[config.mk]
export PLATFORM = sky130hd
export DESIGN_NAME = lobatto_poly_value_derivative
export DESIGN_NICKNAME = d
export VERILOG_FILES = /design/src/rtl/lpvd_pkg.sv /design/src/rtl/lobatto_poly_value_derivative.sv
export SDC_FILE = /design/constraint.sdc
export NUM_CORES = 2
export LEC_CHECK = 0
export BUFFER_PORTS_ARGS = -buffer_cell sky130_fd_sc_hd__buf_2
export CAP_MARGIN = 10
export CORE_MARGIN = 2
export CORE_UTILIZATION = 30
export DETAILED_ROUTE_END_ITERATION = 6
export GPL_ROUTABILITY_DRIVEN = 0
export PLACE_DENSITY = 0.51
export SKIP_LAST_GASP = 1
export SYNTH_ARGS = -nofsm -noshare
export SYNTH_HDL_FRONTEND = slang
export SYNTH_SLANG_ARGS = --single-unit
[constraint.sdc]
create_clock -name clk_i -period 17.03 [get_ports clk_i]
set_input_delay 3.406 -clock clk_i [delete_from_list [all_inputs] [get_ports clk_i]]
set_output_delay 3.406 -clock clk_i [all_outputs]
set_load 0.02 [all_outputs]
[src/rtl/lpvd_pkg.sv]
package lpvd_pkg;

  localparam int DEF_MAX_ORDER = 32;
  localparam int CFG_W         = 6;
  localparam logic [CFG_W-1:0] TOP_RESET = 6'd10;
  localparam int PT_W          = 32;
  localparam int VAL_W         = 48;
  localparam int FRAC_W        = 30;
  localparam int OPA_W         = 32;
  localparam int CHUNK_W       = 25;
  localparam int OPB_W         = 2 * CHUNK_W;
  localparam int ACC_W         = OPA_W + OPB_W + 2;

  localparam logic signed [VAL_W-1:0] SAT_HI = {1'b0, {(VAL_W-1){1'b1}}};
  localparam logic signed [VAL_W-1:0] SAT_LO = {1'b1, {(VAL_W-1){1'b0}}};
  localparam logic signed [VAL_W-1:0] Q_ONE  = VAL_W'(1) << FRAC_W;

  typedef struct packed {
    logic signed [PT_W-1:0] point;
    logic                   last_point;
  } in_word_t;

  typedef struct packed {
    logic [CFG_W-1:0]        order;
    logic signed [VAL_W-1:0] poly_value;
    logic signed [VAL_W-1:0] poly_slope;
    logic                    last_order;
    logic                    batch_done;
  } out_word_t;

  typedef enum logic [3:0] {
    ST_IDLE,
    ST_LOAD,
    ST_MUL_LO,
    ST_MUL_HI,
    ST_FINISH,
    ST_EMIT,
    ST_DIV_INIT,
    ST_DIV_RUN,
    ST_DIV_DONE
  } state_e;

  typedef enum logic [2:0] {
    OP_XC,
    OP_XS,
    OP_VAL,
    OP_SLO,
    OP_NP1,
    OP_NP2,
    OP_NS1,
    OP_NS2
  } op_e;

  // sign-magnitude to saturated 48-bit signed
  function automatic logic signed [VAL_W-1:0] sat_mag(input logic [ACC_W-1:0] m,
                                                       input logic neg);
    logic [ACC_W-1:0] lim;
    logic signed [VAL_W-1:0] r;
    lim = ACC_W'(1) << (VAL_W - 1);
    if (neg) begin
      if (m >= lim) r = SAT_LO;
      else r = -$signed(m[VAL_W-1:0]);
    end else begin
      if (m >= lim) r = SAT_HI;
      else r = $signed(m[VAL_W-1:0]);
    end
    return r;
  endfunction

endpackage

[src/rtl/lobatto_poly_value_derivative.sv]
// Completed Lobatto polynomial evaluator. For each point word x (signed Q2.30)
// the block emits one result word per order k = 1 .. top_order with
// L(k,x) = k*(P(k-1)-x*P(k)) and L'(k,x) = k*(P'(k-1)-P(k)-x*P'(k)) in signed
// Q18.30, saturated, with last_order on the top order and batch_done when that
// word also ends a batch. top_order is written through cfg_we_i/cfg_wdata_i;
// the user must write it only while the block is idle, as the block itself
// does not enforce this. It is clamped to 1 .. MAX_ORDER. All arithmetic runs
// on one 32x25 multiply-accumulate unit and one radix-2 divider under a small
// sequencer; the block takes no new point until the last order has been
// handed to the output register. Each step from one order to the next runs
// two divisions, one quotient bit per cycle, on a dividend of
// DW = 49 + clog2(2*MAX_ORDER) bits (55 at MAX_ORDER 32).
module lobatto_poly_value_derivative #(
  parameter int MAX_ORDER = lpvd_pkg::DEF_MAX_ORDER
) (
  input  logic                         clk_i,
  input  logic                         rst_ni,
  input  logic                         in_valid_i,
  output logic                         in_stall_o,
  input  lpvd_pkg::in_word_t           in_word_i,
  output logic                         out_valid_o,
  input  logic                         out_stall_i,
  output lpvd_pkg::out_word_t          out_word_o,
  input  logic                         cfg_we_i,
  input  logic [lpvd_pkg::CFG_W-1:0]   cfg_wdata_i
);

  localparam int KW    = $clog2(MAX_ORDER + 1);
  localparam int CW    = $clog2(2 * MAX_ORDER);
  localparam int DW    = 49 + CW;
  localparam int DCW   = $clog2(DW);
  localparam int VAL_W = lpvd_pkg::VAL_W;
  localparam int OPA_W = lpvd_pkg::OPA_W;
  localparam int OPB_W = lpvd_pkg::OPB_W;
  localparam int CHW   = lpvd_pkg::CHUNK_W;
  localparam int ACC_W = lpvd_pkg::ACC_W;
  localparam int PT_W  = lpvd_pkg::PT_W;

  lpvd_pkg::state_e state_q, state_d;
  lpvd_pkg::op_e    op_q, op_d;

  logic [lpvd_pkg::CFG_W-1:0] cfg_top_q;
  logic [KW-1:0]              top_q, top_d, k_q, k_d;
  logic                       last_q, last_d;
  logic signed [PT_W-1:0]     x_q, x_d;
  logic signed [VAL_W-1:0]    lp_q, lp_d, lc_q, lc_d, sp_q, sp_d, sc_q, sc_d;
  logic signed [VAL_W-1:0]    xc_q, xc_d, xs_q, xs_d, val_q, val_d, slo_q, slo_d;
  logic signed [VAL_W-1:0]    np_q, np_d;
  logic [OPA_W-1:0]           a_q, a_d;
  logic [OPB_W-1:0]           b_q, b_d;
  logic                       mac_neg_q, mac_neg_d, res_neg_q, res_neg_d;
  logic signed [ACC_W-1:0]    acc_q, acc_d;
  logic [DW-1:0]              dv_q, dv_d;
  logic [KW-1:0]              rem_q, rem_d;
  logic [DCW-1:0]             cnt_q, cnt_d;
  logic                       div_neg_q, div_neg_d;
  logic                       out_valid_q, out_valid_d;
  lpvd_pkg::out_word_t        out_q, out_d;

  logic                       take, out_free, fin, single_op, b_neg, acc_neg, q_bit;
  logic [6:0]                 top_ext;
  logic [KW-1:0]              top_eff, d_val;
  logic [OPA_W-1:0]           x_mag, a_pick;
  logic signed [OPB_W-1:0]    b_pick, diff_v, diff_s;
  logic signed [VAL_W:0]      sm_sum;
  logic signed [VAL_W-1:0]    sm_sat;
  logic [OPB_W-1:0]           b_mag;
  logic [CHW-1:0]             chunk;
  logic [OPA_W+CHW-1:0]       prod;
  logic [ACC_W-1:0]           term, acc_mag, rnd;
  logic [KW:0]                rem_sh;

  assign take     = in_valid_i && (state_q == lpvd_pkg::ST_IDLE);
  assign out_free = !out_valid_q || !out_stall_i;
  assign fin      = (k_q == top_q);

  always_comb begin
    top_ext = {1'b0, cfg_top_q};
    if (top_ext == 7'd0) top_ext = 7'd1;
    if (top_ext > 7'(MAX_ORDER)) top_ext = 7'(MAX_ORDER);
    top_eff = KW'(top_ext);
  end

  // next state
  always_comb begin
    state_d = state_q;
    op_d    = op_q;
    unique case (state_q)
      lpvd_pkg::ST_IDLE: begin
        if (in_valid_i) begin
          state_d = lpvd_pkg::ST_LOAD;
          op_d    = lpvd_pkg::OP_XC;
        end
      end
      lpvd_pkg::ST_LOAD: state_d = lpvd_pkg::ST_MUL_LO;
      lpvd_pkg::ST_MUL_LO: state_d = lpvd_pkg::ST_MUL_HI;
      lpvd_pkg::ST_MUL_HI: begin
        case (op_q) inside
          lpvd_pkg::OP_NP1: begin
            state_d = lpvd_pkg::ST_LOAD;
            op_d    = lpvd_pkg::OP_NP2;
          end
          lpvd_pkg::OP_NS1: begin
            state_d = lpvd_pkg::ST_LOAD;
            op_d    = lpvd_pkg::OP_NS2;
          end
          lpvd_pkg::OP_NP2, lpvd_pkg::OP_NS2: state_d = lpvd_pkg::ST_DIV_INIT;
          default: state_d = lpvd_pkg::ST_FINISH;
        endcase
      end
      lpvd_pkg::ST_FINISH: begin
        case (op_q)
          lpvd_pkg::OP_XC: begin
            state_d = lpvd_pkg::ST_LOAD;
            op_d    = lpvd_pkg::OP_XS;
          end
          lpvd_pkg::OP_XS: begin
            state_d = lpvd_pkg::ST_LOAD;
            op_d    = lpvd_pkg::OP_VAL;
          end
          lpvd_pkg::OP_VAL: begin
            state_d = lpvd_pkg::ST_LOAD;
            op_d    = lpvd_pkg::OP_SLO;
          end
          default: state_d = lpvd_pkg::ST_EMIT;
        endcase
      end
      lpvd_pkg::ST_EMIT: begin
        if (out_free) begin
          if (fin) begin
            state_d = lpvd_pkg::ST_IDLE;
          end else begin
            state_d = lpvd_pkg::ST_LOAD;
            op_d    = lpvd_pkg::OP_NP1;
          end
        end
      end
      lpvd_pkg::ST_DIV_INIT: state_d = lpvd_pkg::ST_DIV_RUN;
      lpvd_pkg::ST_DIV_RUN: begin
        if (cnt_q == '0) state_d = lpvd_pkg::ST_DIV_DONE;
      end
      lpvd_pkg::ST_DIV_DONE: begin
        state_d = lpvd_pkg::ST_LOAD;
        op_d    = (op_q == lpvd_pkg::OP_NP2) ? lpvd_pkg::OP_NS1 : lpvd_pkg::OP_XC;
      end
      default: state_d = lpvd_pkg::ST_IDLE;
    endcase
  end

  // outputs
  always_comb begin
    in_stall_o  = (state_q != lpvd_pkg::ST_IDLE);
    out_valid_o = out_valid_q;
    out_word_o  = out_q;
  end

  // operand select for the shared MAC
  always_comb begin
    x_mag  = OPA_W'(x_q[PT_W-1] ? -x_q : x_q);
    diff_v = OPB_W'(lp_q) - OPB_W'(xc_q);
    diff_s = OPB_W'(sp_q) - OPB_W'(lc_q) - OPB_W'(xs_q);
    sm_sum = {lc_q[VAL_W-1], lc_q} + {xs_q[VAL_W-1], xs_q};
    if (sm_sum[VAL_W] != sm_sum[VAL_W-1]) begin
      sm_sat = sm_sum[VAL_W] ? lpvd_pkg::SAT_LO : lpvd_pkg::SAT_HI;
    end else begin
      sm_sat = sm_sum[VAL_W-1:0];
    end
    a_pick = OPA_W'(k_q);
    b_pick = OPB_W'(lc_q);
    case (op_q)
      lpvd_pkg::OP_XC: begin
        a_pick = x_mag;
        b_pick = OPB_W'(lc_q);
      end
      lpvd_pkg::OP_XS: begin
        a_pick = x_mag;
        b_pick = OPB_W'(sc_q);
      end
      lpvd_pkg::OP_VAL: b_pick = diff_v;
      lpvd_pkg::OP_SLO: b_pick = diff_s;
      lpvd_pkg::OP_NP1: begin
        a_pick = OPA_W'({k_q, 1'b1});
        b_pick = OPB_W'(xc_q);
      end
      lpvd_pkg::OP_NP2: b_pick = -OPB_W'(lp_q);
      lpvd_pkg::OP_NS1: begin
        a_pick = OPA_W'({k_q, 1'b1});
        b_pick = OPB_W'(sm_sat);
      end
      lpvd_pkg::OP_NS2: b_pick = -OPB_W'(sp_q);
      default: ;
    endcase
    b_neg     = b_pick[OPB_W-1];
    b_mag     = b_neg ? OPB_W'(-b_pick) : OPB_W'(b_pick);
    single_op = (op_q == lpvd_pkg::OP_XC) || (op_q == lpvd_pkg::OP_XS) ||
                (op_q == lpvd_pkg::OP_VAL) || (op_q == lpvd_pkg::OP_SLO);
  end

  // shared multiplier, divider step
  always_comb begin
    chunk   = (state_q == lpvd_pkg::ST_MUL_HI) ? b_q[OPB_W-1:CHW] : b_q[CHW-1:0];
    prod    = a_q * chunk;
    term    = (state_q == lpvd_pkg::ST_MUL_HI) ? (ACC_W'(prod) << CHW) : ACC_W'(prod);
    acc_neg = acc_q[ACC_W-1];
    acc_mag = acc_neg ? ACC_W'(-acc_q) : ACC_W'(acc_q);
    rnd     = (ACC_W'(acc_q) + (ACC_W'(1) << (lpvd_pkg::FRAC_W - 1))) >> lpvd_pkg::FRAC_W;
    d_val   = k_q + KW'(1);
    rem_sh  = {rem_q, dv_q[DW-1]};
    q_bit   = (rem_sh >= {1'b0, d_val});
  end

  // datapath
  always_comb begin
    top_d       = top_q;
    k_d         = k_q;
    last_d      = last_q;
    x_d         = x_q;
    lp_d        = lp_q;
    lc_d        = lc_q;
    sp_d        = sp_q;
    sc_d        = sc_q;
    xc_d        = xc_q;
    xs_d        = xs_q;
    val_d       = val_q;
    slo_d       = slo_q;
    np_d        = np_q;
    a_d         = a_q;
    b_d         = b_q;
    mac_neg_d   = mac_neg_q;
    res_neg_d   = res_neg_q;
    acc_d       = acc_q;
    dv_d        = dv_q;
    rem_d       = rem_q;
    cnt_d       = cnt_q;
    div_neg_d   = div_neg_q;
    out_d       = out_q;
    out_valid_d = out_valid_q && out_stall_i;
    unique case (state_q)
      lpvd_pkg::ST_IDLE: begin
        if (take) begin
          x_d    = in_word_i.point;
          last_d = in_word_i.last_point;
          top_d  = top_eff;
          k_d    = KW'(1);
          lp_d   = lpvd_pkg::Q_ONE;
          lc_d   = VAL_W'(in_word_i.point);
          sp_d   = '0;
          sc_d   = lpvd_pkg::Q_ONE;
        end
      end
      lpvd_pkg::ST_LOAD: begin
        a_d = a_pick;
        b_d = b_mag;
        if (single_op) begin
          mac_neg_d = 1'b0;
          res_neg_d = b_neg ^ (((op_q == lpvd_pkg::OP_XC) || (op_q == lpvd_pkg::OP_XS)) &&
                               x_q[PT_W-1]);
        end else begin
          mac_neg_d = b_neg;
        end
        if ((op_q != lpvd_pkg::OP_NP2) && (op_q != lpvd_pkg::OP_NS2)) acc_d = '0;
      end
      lpvd_pkg::ST_MUL_LO, lpvd_pkg::ST_MUL_HI: begin
        acc_d = mac_neg_q ? (acc_q - $signed(term)) : (acc_q + $signed(term));
      end
      lpvd_pkg::ST_FINISH: begin
        case (op_q)
          lpvd_pkg::OP_XC: xc_d = lpvd_pkg::sat_mag(rnd, res_neg_q);
          lpvd_pkg::OP_XS: xs_d = lpvd_pkg::sat_mag(rnd, res_neg_q);
          lpvd_pkg::OP_VAL: val_d = lpvd_pkg::sat_mag(ACC_W'(acc_q), res_neg_q);
          lpvd_pkg::OP_SLO: slo_d = lpvd_pkg::sat_mag(ACC_W'(acc_q), res_neg_q);
          default: ;
        endcase
      end
      lpvd_pkg::ST_EMIT: begin
        if (out_free) begin
          out_valid_d      = 1'b1;
          out_d.order      = lpvd_pkg::CFG_W'(k_q);
          out_d.poly_value = val_q;
          out_d.poly_slope = slo_q;
          out_d.last_order = fin;
          out_d.batch_done = fin && last_q;
        end
      end
      lpvd_pkg::ST_DIV_INIT: begin
        // rounded quotient: (|num| + d/2) / d
        dv_d      = DW'(acc_mag + ACC_W'(d_val >> 1));
        rem_d     = '0;
        cnt_d     = DCW'(DW - 1);
        div_neg_d = acc_neg;
      end
      lpvd_pkg::ST_DIV_RUN: begin
        rem_d = q_bit ? KW'(rem_sh - {1'b0, d_val}) : rem_sh[KW-1:0];
        dv_d  = {dv_q[DW-2:0], q_bit};
        cnt_d = cnt_q - DCW'(1);
      end
      lpvd_pkg::ST_DIV_DONE: begin
        if (op_q == lpvd_pkg::OP_NP2) begin
          np_d = lpvd_pkg::sat_mag(ACC_W'(dv_q), div_neg_q);
        end else begin
          lp_d = lc_q;
          lc_d = np_q;
          sp_d = sc_q;
          sc_d = lpvd_pkg::sat_mag(ACC_W'(dv_q), div_neg_q);
          k_d  = k_q + KW'(1);
        end
      end
      default: ;
    endcase
  end

  always_ff @(posedge clk_i or negedge rst_ni) begin
    if (!rst_ni) begin
      state_q     <= lpvd_pkg::ST_IDLE;
      op_q        <= lpvd_pkg::OP_XC;
      cfg_top_q   <= lpvd_pkg::TOP_RESET;
      out_valid_q <= 1'b0;
      k_q         <= '0;
      cnt_q       <= '0;
    end else begin
      state_q     <= state_d;
      op_q        <= op_d;
      out_valid_q <= out_valid_d;
      k_q         <= k_d;
      cnt_q       <= cnt_d;
      if (cfg_we_i) cfg_top_q <= cfg_wdata_i;
    end
  end

  always_ff @(posedge clk_i) begin
    top_q     <= top_d;
    last_q    <= last_d;
    x_q       <= x_d;
    lp_q      <= lp_d;
    lc_q      <= lc_d;
    sp_q      <= sp_d;
    sc_q      <= sc_d;
    xc_q      <= xc_d;
    xs_q      <= xs_d;
    val_q     <= val_d;
    slo_q     <= slo_d;
    np_q      <= np_d;
    a_q       <= a_d;
    b_q       <= b_d;
    mac_neg_q <= mac_neg_d;
    res_neg_q <= res_neg_d;
    acc_q     <= acc_d;
    dv_q      <= dv_d;
    rem_q     <= rem_d;
    div_neg_q <= div_neg_d;
    out_q     <= out_d;
  end

endmodule

==> run summary <==
The post-layout net count came out at 11200. The fraction of final layout cells with drive strength greater than 1 came out at 6.38%. The data arrival at the endpoint of the critical path is 16180 ps. The number of global-route vias before repair came out at 75600. The floorplan step set the die width to 550 µm. Before antenna repair, the detailed router went through 7 iterations. The clock skew after layout came out at 52.5 ps. The number of buffers created by CTS came out at 92.

The peak fanout along the critical path came out at 23. The total global routing track utilization came out at 22.7%. After floorplanning, the core was divided into 200 placement rows.

The timing-limited maximum frequency came out at 0.0636 GHz. Measured against its own limit, the worst slew margin works out to 7.07%. The I/O pin total is 150. Tracing the worst setup path back leads to its startpoint at state_q[2]. The destination of the worst register-to-register timing path is acc_q[82]. For this run, design rule violations remaining after detail routing come to 1. The ratio of final minimum period to clock period is 92.3%. For this run, the leading register cell type out of synthesis is edfxtp_1. The effective utilization at floorplan is 30.1%. The number of antenna violations at the first check in global routing is 19. The wire length of the first global-routing pass is 513 mm. The die extent in y is 550 µm. Synthesis instantiated 117 different standard cells from the library. The portion of the post-synthesis area used by sequential elements came out at 27.8%.

The worst hold path terminates at out_word_o[33]. At the pin with the least slew margin, the transition time is 1370 ps. Ranked by total cell area, the synthesized netlist is headed by edfxtp_1, fa_1, ha_1. Buffers placed on the I/O ports in this run total 149. Setup repair after global routing left no endpoint under its margin.

The share of synthesized area in the top cell type comes to 27.1%. The worst setup path is captured at a register. The aggregate global routing overflow is 0. The post-layout instance count excluding filler cells came out at 13900. The count of nets left with antenna violations once routing finished came out at 0. The depth of the CTS H-tree is 3.

No sink is reached through more buffers than the 3 on the longest clock path. Counting stages on the worst path, the most repeated cell is fa_1. The area enclosed by the die boundary is 302000 µm². The number of filler instances in the final layout came out at 30700. The via count normalized by instance count came out at 5.53. The average wire length per cell after detail routing came out at 25.1 µm. The number of cells after detailed placement is 13800. The number of instances in the synthesized netlist is 10100. The post-synthesis net count came out at 11300. The number of flip-flops and latches in the synthesized netlist came out at 831. The type of origin of the critical path is a register. After clock tree synthesis, the setup repair step added 0 buffers. The synthesized area divided by synthesized cell count is 8.89 µm². The number of max-capacitance violations reported is 0. The total number of yosys warnings came out at 0.

The async set-or-reset flop fraction in the synthesized netlist came out at 3.13%. The number of gates given a new drive strength after cts is 0. The final routed wirelength across all metal layers came out at 350 mm. The checks that failed: design-rule violations. Along the worst hold path, the cell count comes to 0.

The area inside the core boundary came out at 297000 µm². The accumulated negative setup slack is 0 ps. Setup violations remaining at the end of the flow were counted as 0. The total number of vias came out at 77100.

For this run, the slowest stage of the critical path takes 1000 ps. On the critical path, the stage with the largest delay is an instance of a2111oi_2. At the later pin of the worst-skew pair, clock insertion delay measures 750 ps. The count of flip-flops with a built-in enable after synthesis is 805. The layout overhead on the synthesized area is 9.31%. The number of clock sinks seen by CTS is 831. Entering global routing, the biggest net connects 98 pins. The combined area of all synthesized cells is 89300 µm². The minimum setup slack among reg-to-reg paths is 1310 ps. The depth of the worst register-to-register path is 43.

The HPWL after detailed placement came out at 277 mm. Of all cell types, the one taking the most synthesized area is edfxtp_1. The final-report hold violation count came out at 0. The worst hold path begins at slo_q[31]. The count of pins over their slew limit came to 0.

Clock-pin slew was measured on the worst setup and hold paths at 70 ps. The quantity of hold-fixing buffers added after cts came out at 0. Data on the critical path is required at its endpoint by 17490 ps. In this run the clock root is driven by a clkbuf_16. The worst hold-check path type is register to register. The flow ran to the end, but the final reports show violations. In this run the critical register-to-register path is launched from state_q[2]. The violation count after the first detailed-route iteration came out at 8345.

TritonCTS built the clock tree. The time the worst path needs with I/O delays and setup came out at 15720 ps. The critical path in this run is classified as register to register.
[per-layer routing]
metal / part of all wire (%) / track usage (%)
met4: 4.9 / 9.87
met3: 9.8 / 5.27
met1: 41 / 29.9
met5: 0.037 / 0
met2: 44 / 35.5
[synth_stat cells, drive strengths merged, types with 34 or more instances]
cell type / instances
and2: 444
o31ai: 64
xor2: 312
or4: 48
o311ai: 52
o21bai: 48
xnor2: 334
nand2b: 69
or3: 85
or2: 42
nor2: 719
and3: 85
edfxtp: 805
inv: 1057
clkbuf: 482
nand2: 1223
a21o: 151
ha: 493
a221oi: 34
nor4: 81
buf: 62
a211oi: 62
a31oi: 76
nor3: 209
o22ai: 57
nand3: 176
a21oi: 604
o21a: 67
nand4: 134
fa: 740
o21ai: 466
mux2i: 53
nor2b: 176
o211ai: 68
[through the flow]
stage | setup WS, ps | area [µm²] | hold WS, ps | util (%)
floorplan | 2960 | 89300 | 400 | -
global placement | 1940 | 94300 | 401 | 31.8
detailed placement | 1740 | 94300 | 405 | 31.8
CTS | 1680 | 97600 | 418 | 32.9
global route | 555 | 97700 | 418 | 32.9
finish | 1310 | 97700 | 417 | 32.9
[sequential cells by signal, summed over array words and instances (netlist names), 32 cells and up]
name        count
a_q            32
acc_q          84
b_q            50
dv_q           55
lc_q           48
lp_q           48
np_q           48
out_word_o    104
sc_q           48
slo_q          48
sp_q           48
val_q          48
x_q            32
xc_q           48
xs_q           48
[cells by family (layout without fill, tap and decap cells)]
logic type	after synthesis	after routing	share of synthesized area (%)
fa+ha+maj	1236	1236	23.5
mux	73	73	0.846
buf+inv	1607	1543	6.80
xor+xnor	646	646	6.33
compound gates	2057	2057	14.8
simple gates	3602	3602	19.9
other cells	0	11	0
flops	831	831	27.8
[critical path: cells and delay by family (launching register included)]
family	cells	cell delay (ps)
muxes	1	160
xor gates and xnor gates	2	620
adders and majority gates	9	4640
AOI/OAI and AO/OA	17	5110
buffers and inverters	4	520
DFF	1	490
and+or+nand+nor	10	3880
[placed cells by master (no fill, tap or decap), types with 22 or more instances in the layout]
| master | count |
|---|---|
| or4_1 | 44 |
| xnor2_1 | 334 |
| nand3_1 | 172 |
| inv_1 | 1054 |
| o21bai_1 | 48 |
| nor3_1 | 201 |
| and4_1 | 26 |
| nand2_1 | 1217 |
| a21o_1 | 151 |
| a31oi_1 | 76 |
| or3_1 | 79 |
| o21a_1 | 67 |
| and3_1 | 83 |
| nor4_1 | 71 |
| mux2i_1 | 49 |
| a211o_1 | 24 |
| o21ai_0 | 446 |
| clkbuf_16 | 95 |
| or2_2 | 39 |
| fa_1 | 740 |
| o41ai_1 | 23 |
| nor2_1 | 710 |
| buf_4 | 157 |
| o211ai_1 | 66 |
| a22oi_1 | 22 |
| a211oi_1 | 61 |
| edfxtp_1 | 805 |
| buf_2 | 151 |
| nand4_1 | 133 |
| and2_1 | 441 |
| a21oi_1 | 602 |
| o22ai_1 | 57 |
| nand2b_1 | 69 |
| o31ai_1 | 62 |
| ha_1 | 493 |
| o311ai_0 | 48 |
| xor2_1 | 312 |
| nor2b_1 | 175 |
| a221oi_1 | 33 |
[worst max path at each step]
stage | end | slack [ps]
after floorplan | acc_q[82] | 2960
after global placement | acc_q[82] | 1940
after detailed placement | acc_q[82] | 1740
after CTS | acc_q[82] | 1680
after global routing | acc_q[82] | 550
final | acc_q[82] | 1310
[final cells by class]
cell class,instances,area (µm²),area share [%]
antenna,11,27.5,0.0282
inverter,1063,4000,4.09
clock inverter,67,913,0.935
sequential,831,24800,25.4
multi-input combinational,7614,58600,60.0
clock buffer,103,2410,2.46
tap,3939,4930,5.05
timing repair buffer,310,1940,1.99
Power is left out: the tool's default activity adds up to more than one toggle a clock period on the data nets, which glitch-free logic cannot reach.
